===== src/design/swmh_pkg.sv =====
// Types and constants shared by the sleep timer queue.
`default_nettype none
package swmh_pkg;

  localparam int HEAP_DEPTH = 64;
  localparam int TIME_SCALE = 1000;

  localparam int IDX_W   = $clog2(HEAP_DEPTH);
  localparam int CNT_W   = IDX_W + 1;
  localparam int SCALE_W = $clog2(TIME_SCALE + 1);
  localparam int PROD_W  = 15 + SCALE_W;
  localparam int SUM_W   = ((PROD_W > 32) ? PROD_W : 32) + 1;

  localparam logic FUNC_SLEEP = 1'b0;
  localparam logic FUNC_TICK  = 1'b1;

  typedef enum logic [2:0] {
    ST_QUEUED   = 3'd0,
    ST_REJECTED = 3'd1,
    ST_FULL     = 3'd2,
    ST_WOKEN    = 3'd3,
    ST_NONE_DUE = 3'd4
  } status_t;

  typedef struct packed {
    logic        func;
    logic [5:0]  sleeper_id;
    logic signed [15:0] delay_seconds;
    logic [31:0] now_time;
  } req_t;

  typedef struct packed {
    status_t     status;
    logic [5:0]  woken_id;
    logic [6:0]  queue_count;
  } rsp_t;

  typedef struct packed {
    logic [5:0]  id;
    logic [31:0] wake;
  } entry_t;

endpackage
`default_nettype wire


===== src/design/sleep_wakeup_min_heap.sv =====
// Sleep timer queue: binary min-heap of sleeper id and wake time in one RAM.
// Flow: reject, full and empty-heap answers go from S_IDLE straight to S_DONE;
//   a sleep request runs S_MUL, S_ADD, then S_UP_ISSUE and S_UP per level climbed;
//   a wake-up runs S_TOP, S_LAST, then S_DN_ISSUE, S_DN_L (and S_DN_R) per level.
// One item at a time: the input stalls while the single RAM read port walks levels.
// Reset clears the entry count and the output beat; heap RAM needs no clearing.
`default_nettype none
module sleep_wakeup_min_heap (
  input  wire logic          clk,
  input  wire logic          rst,
  input  wire logic          req_valid,
  output logic               req_stall,
  input  wire swmh_pkg::req_t req,
  output logic               rsp_valid,
  input  wire logic          rsp_stall,
  output swmh_pkg::rsp_t     rsp
);

  typedef enum logic [3:0] {
    S_IDLE,
    S_MUL,
    S_ADD,
    S_UP_ISSUE,
    S_UP,
    S_TOP,
    S_LAST,
    S_DN_ISSUE,
    S_DN_L,
    S_DN_R,
    S_DONE
  } state_t;

  state_t                          state;
  logic [swmh_pkg::CNT_W-1:0]      cnt;
  swmh_pkg::req_t                  op;
  swmh_pkg::entry_t                moving;
  swmh_pkg::entry_t                lval;
  logic [swmh_pkg::IDX_W-1:0]      pos;
  logic [swmh_pkg::PROD_W-1:0]     prod;
  swmh_pkg::status_t               res_status;
  logic [5:0]                      res_woken;

  // RAM port
  logic                            ram_we;
  logic [swmh_pkg::IDX_W-1:0]      ram_waddr;
  swmh_pkg::entry_t                ram_wdata;
  logic [swmh_pkg::IDX_W-1:0]      ram_raddr;
  logic [$bits(swmh_pkg::entry_t)-1:0] ram_rdata;
  swmh_pkg::entry_t                rd;

  logic [swmh_pkg::IDX_W-1:0]      parent_idx;
  logic [swmh_pkg::CNT_W-1:0]      child_l;
  logic [swmh_pkg::CNT_W-1:0]      child_r;
  logic [swmh_pkg::CNT_W-1:0]      cnt_dec;
  logic [swmh_pkg::SUM_W-1:0]      sum;
  logic [31:0]                     wake_sat;
  logic                            l_less;
  logic [31:0]                     best_wake;
  logic                            r_best;
  logic                            accept;
  logic                            out_free;

  swmh_ram #(
    .WIDTH($bits(swmh_pkg::entry_t)),
    .DEPTH(swmh_pkg::HEAP_DEPTH)
  ) u_ram (
    .clk   (clk),
    .we    (ram_we),
    .waddr (ram_waddr),
    .wdata (ram_wdata),
    .raddr (ram_raddr),
    .rdata (ram_rdata)
  );

  assign rd         = swmh_pkg::entry_t'(ram_rdata);
  assign parent_idx = (pos - swmh_pkg::IDX_W'(1)) >> 1;
  assign child_l    = {pos, 1'b1};
  assign child_r    = child_l + swmh_pkg::CNT_W'(1);
  assign cnt_dec    = cnt - swmh_pkg::CNT_W'(1);

  // Wake time: now plus scaled delay, pinned at the top of the 32-bit range.
  assign sum      = swmh_pkg::SUM_W'(op.now_time) + swmh_pkg::SUM_W'(prod);
  assign wake_sat = (sum[swmh_pkg::SUM_W-1:32] != '0) ? 32'hFFFF_FFFF : sum[31:0];

  // Sift-down pick: left wins only when strictly earlier, right only when
  // strictly earlier than the better of the two others.
  assign l_less    = lval.wake < moving.wake;
  assign best_wake = l_less ? lval.wake : moving.wake;
  assign r_best    = rd.wake < best_wake;

  assign req_stall = (state != S_IDLE);
  assign accept    = req_valid && !req_stall;
  assign out_free  = !rsp_valid || !rsp_stall;

  // RAM addressing per state; read data is registered and shows in rd in the next cycle.
  always_comb begin
    ram_we    = 1'b0;
    ram_waddr = pos;
    ram_wdata = moving;
    ram_raddr = '0;
    case (state)
      S_UP_ISSUE: begin
        if (pos == '0) begin
          ram_we = 1'b1;
        end else begin
          ram_raddr = parent_idx;
        end
      end
      S_UP: begin
        ram_we = 1'b1;
        if (rd.wake > moving.wake) begin
          ram_wdata = rd;
        end
      end
      S_TOP: begin
        ram_raddr = cnt_dec[swmh_pkg::IDX_W-1:0];
      end
      S_DN_ISSUE: begin
        if (child_l < cnt) begin
          ram_raddr = child_l[swmh_pkg::IDX_W-1:0];
        end else begin
          ram_we = 1'b1;
        end
      end
      S_DN_L: begin
        if (child_r < cnt) begin
          ram_raddr = child_r[swmh_pkg::IDX_W-1:0];
        end else begin
          ram_we = 1'b1;
          if (rd.wake < moving.wake) begin
            ram_wdata = rd;
          end
        end
      end
      S_DN_R: begin
        ram_we = 1'b1;
        if (r_best) begin
          ram_wdata = rd;
        end else if (l_less) begin
          ram_wdata = lval;
        end
      end
      default: begin
      end
    endcase
  end

  always_ff @(posedge clk) begin
    if (rst) begin
      state     <= S_IDLE;
      cnt       <= '0;
      rsp_valid <= 1'b0;
    end else begin
      // Raise the output beat when a result leaves; drop it once taken.
      if (state == S_DONE && out_free) begin
        rsp_valid <= 1'b1;
      end else if (rsp_valid && !rsp_stall) begin
        rsp_valid <= 1'b0;
      end
      case (state)
        S_IDLE: begin
          if (accept) begin
            op        <= req;
            res_woken <= '0;
            if (req.func == swmh_pkg::FUNC_TICK) begin
              if (cnt == '0) begin
                res_status <= swmh_pkg::ST_NONE_DUE;
                state      <= S_DONE;
              end else begin
                state <= S_TOP;
              end
            end else if (req.delay_seconds[15]) begin
              res_status <= swmh_pkg::ST_REJECTED;
              state      <= S_DONE;
            end else if (cnt == swmh_pkg::CNT_W'(swmh_pkg::HEAP_DEPTH)) begin
              res_status <= swmh_pkg::ST_FULL;
              state      <= S_DONE;
            end else begin
              state <= S_MUL;
            end
          end
        end
        S_MUL: begin
          prod  <= swmh_pkg::PROD_W'(op.delay_seconds[14:0]) *
                   swmh_pkg::PROD_W'(swmh_pkg::TIME_SCALE);
          pos   <= cnt[swmh_pkg::IDX_W-1:0];
          state <= S_ADD;
        end
        S_ADD: begin
          moving.id   <= op.sleeper_id;
          moving.wake <= wake_sat;
          state       <= S_UP_ISSUE;
        end
        S_UP_ISSUE: begin
          if (pos == '0) begin
            cnt        <= cnt + swmh_pkg::CNT_W'(1);
            res_status <= swmh_pkg::ST_QUEUED;
            state      <= S_DONE;
          end else begin
            state <= S_UP;
          end
        end
        S_UP: begin
          if (rd.wake > moving.wake) begin
            pos   <= parent_idx;
            state <= S_UP_ISSUE;
          end else begin
            cnt        <= cnt + swmh_pkg::CNT_W'(1);
            res_status <= swmh_pkg::ST_QUEUED;
            state      <= S_DONE;
          end
        end
        S_TOP: begin
          if (rd.wake <= op.now_time) begin
            cnt        <= cnt_dec;
            res_woken  <= rd.id;
            res_status <= swmh_pkg::ST_WOKEN;
            state      <= (cnt_dec == '0) ? S_DONE : S_LAST;
          end else begin
            res_status <= swmh_pkg::ST_NONE_DUE;
            state      <= S_DONE;
          end
        end
        S_LAST: begin
          moving <= rd;
          pos    <= '0;
          state  <= S_DN_ISSUE;
        end
        S_DN_ISSUE: begin
          state <= (child_l < cnt) ? S_DN_L : S_DONE;
        end
        S_DN_L: begin
          lval <= rd;
          if (child_r < cnt) begin
            state <= S_DN_R;
          end else if (rd.wake < moving.wake) begin
            pos   <= child_l[swmh_pkg::IDX_W-1:0];
            state <= S_DN_ISSUE;
          end else begin
            state <= S_DONE;
          end
        end
        S_DN_R: begin
          if (r_best) begin
            pos   <= child_r[swmh_pkg::IDX_W-1:0];
            state <= S_DN_ISSUE;
          end else if (l_less) begin
            pos   <= child_l[swmh_pkg::IDX_W-1:0];
            state <= S_DN_ISSUE;
          end else begin
            state <= S_DONE;
          end
        end
        S_DONE: begin
          // Hold the result until the output register is free.
          if (out_free) begin
            rsp.status      <= res_status;
            rsp.woken_id    <= res_woken;
            rsp.queue_count <= 7'(cnt);
            state           <= S_IDLE;
          end
        end
        default: begin
          state <= S_IDLE;
        end
      endcase
    end
  end

endmodule
`default_nettype wire


===== src/design/swmh_ram.sv =====
// Generic single-write, single-read RAM with registered read data.
`default_nettype none
module swmh_ram #(
  parameter int WIDTH = 8,
  parameter int DEPTH = 16
) (
  input  wire logic                     clk,
  input  wire logic                     we,
  input  wire logic [$clog2(DEPTH)-1:0] waddr,
  input  wire logic [WIDTH-1:0]         wdata,
  input  wire logic [$clog2(DEPTH)-1:0] raddr,
  output logic      [WIDTH-1:0]         rdata
);

  logic [WIDTH-1:0] mem [DEPTH];

  always_ff @(posedge clk) begin
    if (we) begin
      mem[waddr] <= wdata;
    end
    rdata <= mem[raddr];
  end

endmodule
`default_nettype wire


===== config.mk =====
export PLATFORM = sky130hd
export DESIGN_NAME = sleep_wakeup_min_heap
export DESIGN_NICKNAME = d
export VERILOG_FILES = /design/src/design/swmh_pkg.sv /design/src/design/sleep_wakeup_min_heap.sv /design/src/design/swmh_ram.sv
export SDC_FILE = /design/constraint.sdc
export NUM_CORES = 2
export LEC_CHECK = 0
export ABC_CLOCK_PERIOD_IN_PS = 9050
export BUFFER_PORTS_ARGS = -buffer_cell sky130_fd_sc_hd__buf_2
export CORE_MARGIN = 5
export CORE_UTILIZATION = 30
export CTS_CLUSTER_DIAMETER = 200
export CTS_CLUSTER_SIZE = 12
export DETAILED_ROUTE_END_ITERATION = 16
export PLACE_DENSITY_LB_ADDON = 0.2
export SETUP_SLACK_MARGIN = 0.2
export SKIP_CTS_REPAIR_TIMING = 1
export SLEW_MARGIN = 20
export SYNTH_ARGS = -nofsm -noshare
export SYNTH_HDL_FRONTEND = slang
export SYNTH_HIERARCHICAL = 1
export SYNTH_SLANG_ARGS = --single-unit

===== constraint.sdc =====
create_clock -name clk -period 9.05 [get_ports clk]
set_input_delay 1.81 -clock clk [delete_from_list [all_inputs] [get_ports clk]]
set_output_delay 1.81 -clock clk [all_outputs]
set_load 0.03 [all_outputs]

==> results.md <==
* Pwr Density at 287 nW/um2
* Clk buf depth at 4
* Number of vias per cell at ~5.3
* Ys async rst share at 0
* Final setup viols at 0
* CP peak stage delay at 0.89 ns
* Die area at approximately 370,000 um2
* Max-cap violation count at 0
* Post-synth cell types at 80
* Ports at 77
* Post-layout min period at around 7.9 ns
* Outcome: complete, no violations
* Detailed Route WL at about 340,000 um
* Leakage at 0.0378 uW
* Slowest CP cell: a221o_2
* Global-route wire length before repair at roughly 470,000 um
* WHS Path Cells at 0
* Most frequent cells in the layout: edfxtp_1, mux4_2, clkbuf_16, ha_1, nor2_1
* Most common library cell in the layout ignoring fill and taps: edfxtp_1
* DRC viols at 0
* Die Span X at approximately 610 um
* Critical path class: flip-flop to flip-flop
* Worst Setup SP: moving[18]
* Port Buf Inserts at 76
* Initial antenna violation count at 15
* WP data arrival at 8.55 ns
* Reg-to-Reg Start: moving[18]
* YS warnings at 6
* Worst R2R End: u_ram/mem[27][14]
* Setup crit start kind: flip-flop
* Reg2reg path depth at 20
* Starting DRT DRC Count at approximately 6,000
* Core area at approximately 360,000 um2
* Post-DRT Antenna Nets at 0
* Layout cells sized above 1 at 0.222
* Ys flop type: edfxtp_1
* Vias in the first global route at between 50,000 and 60,000
* CTS tree: yes
* Post-Synthesis Cells at roughly 5,500
* Syn nets at 5,779
* Post-route worst setup slack at around 1.2 ns
* CP max FO at 40
* Critical Path RT at around 9.7 ns
* Netlist Area Pre-Place at about 110,000 um2
* Worst ir drop on vdd at ~0.00024 V
* Root Driver: clkbuf_16
* FILL cells at approximately 34,000
* Layout area overhead at 13.1%
* Vias at roughly 56,000
* Initial Utilization at 0.301
* Cell Chain, Critical Path: inv_1 -> ha_1 -> nand4_1 -> or4_1 -> o22ai_1 -> o21ai_0 -> nand3b_1 -> buf_4 -> mux2i_1 -> ha_1 -> a211oi_1 -> o21ai_0 -> o211ai_1 -> o21ai_0 -> a21oi_1 -> a21boi_2 -> a21o_1 -> buf_4 -> a221o_2 -> buf_4
* Seq/Total Area, Yosys at 0.735
* Worst skew pair latency at between 0.9 and 1 ns
* Worst slew pin tran at around 1.4 ns
* Worst clock skew at just over 0.05 ns
* Hold Crit Class: flip-flop to flip-flop
* Fmax at around 0.13 GHz
* Grt ovf at 0
* Tot Pwr at approximately 35,000 uW
* Clk slew on worst S/H paths at 0.07 ns
* Tot GR Track Use at 0.176
* Placed wire-length estimate at 195,000 um
* Nets at roughly 6,000
* CTS buffer count at 247
* RSZ-0062 raised after global routing: false
* Number of detailed-route iterations in the first pass at 8
* R2r setup slk at roughly 1.2 ns
* Setup TNS at 0 ns
* Num rows at 220
* Largest net degree at the start of global routing at slightly above 90
* Slew HR at 0.0746
* Post-place setup slack at between 1 and 1.5 ns
* Slew Limit Fails at 0
* WL per Instance at about 32 um
* Syn_area_per_cell at 19.8 um2
* Die Y at slightly above 600 um
* Sink Count at 2,664
* Final Wtd Congestion at approximately 0.86
* Final Hold Fails at 0
* EDFF count, synth at roughly 2,600
* H-tree depth at 4
* Crit end category: flip-flop
* Crit path capture: u_ram/mem[27][14]
* Fin crit share at 0.868
* #FFs+latches synth at around 2,700
## cells in the mapped netlist (all sizes together) (22+ instances only)
cell type	n	area (um2)
dfxtp	50	1000
nand4	30	188
mux4	608	13700
a21oi	161	806
nor2b	23	144
nand2	167	627
inv	136	510
o21a	26	195
nor3	44	220
a21o	22	165
mux2	26	293
o221ai	33	289
clkbuf	115	432
mux2i	97	971
o21ai	60	300
xnor2	41	359
a221o	41	410
a22oi	139	1040
nand3	40	200
fa	51	1020
edfxtp	2614	78500
nor2	247	927
ha	217	2720
o22ai	105	657
buf	141	825
## per-layer routing
layer	global-route usage	part of all wire	vias up	wire, um
met4	0.0458	0.027	0	9010
met5	0	0	-	0
li1	-	-	23000	-
met2	0.293	0.48	1880	162000
met3	0.0223	0.055	431	18500
met1	0.246	0.43	31100	146000
## stage by stage
step | cell area [um2] | hold WS, ns | utilization | cells
global route | 122000 | 0.441 | 0.341 | 10600
detailed placement | 116000 | 0.407 | 0.322 | 10200
CTS | 122000 | 0.423 | 0.340 | 10600
floorplan | 108000 | 0.400 | - | 5452
global placement | 115000 | 0.404 | 0.321 | 10200
finish | 122000 | 0.422 | 0.341 | 10600
## worst min-delay path by stage
stage,endpoint,startpoint
after floorplan,rsp[10],res_woken[3]
after CTS,rsp[9],res_woken[2]
after global placement,rsp[14],res_status[1]
after global routing,rsp[13],res_status[0]
final,rsp[14],res_status[1]
after detailed placement,rsp[9],res_woken[2]
## report_power, final
part	switching [uW]	internal, uW	leakage [uW]
clock	4380	4950	0.00321
combinational	6290	3090	0.0106
sequential	573	15800	0.0240
total	11200	23800	0.0378
## state kept, by name, indices dropped and copies added (netlist names)
signal / count
u_ram/mem: 2432
op: 53
lval: 38
moving: 38
u_ram/rdata: 38
prod: 22
rsp: 16
cnt: 7
pos: 6
res_woken: 6
state: 4
res_status: 3
rsp_valid: 1
## cells by family after synthesis
group / after synthesis / synth area share
fa+ha+maj: 268 / 0.0345
flops: 2664 / 0.735
xor+xnor: 53 / 0.00429
buf+inv: 392 / 0.0163
compound gates: 702 / 0.0447
simple gates: 642 / 0.0272
mux: 731 / 0.138
## layout make-up
cell class,instances,area (um2),share of cell area
diodes,5,12.5,0.000102
well taps,4773,5970,0.0488
clock buffers,343,6560,0.0536
clock inverters,6,86.3,0.000705
flip-flops and latches,2664,79500,0.649
inverters,136,510,0.00417
repair buffers,257,2000,0.0164
multi-input cells,2396,27800,0.227
## critical path, delay by kind of cell (launching register included)
family                   cells  cell delay [ns]
AO/OA/AOI/OAI               10             3.63
adder cells (fa/ha/maj)      2             0.61
buffers and inverters        4             1.68
flip-flops                   1             0.41
AND/OR/NAND/NOR              3             0.85
multiplexers                 1             0.39
(Power assumes the default switching activity.)
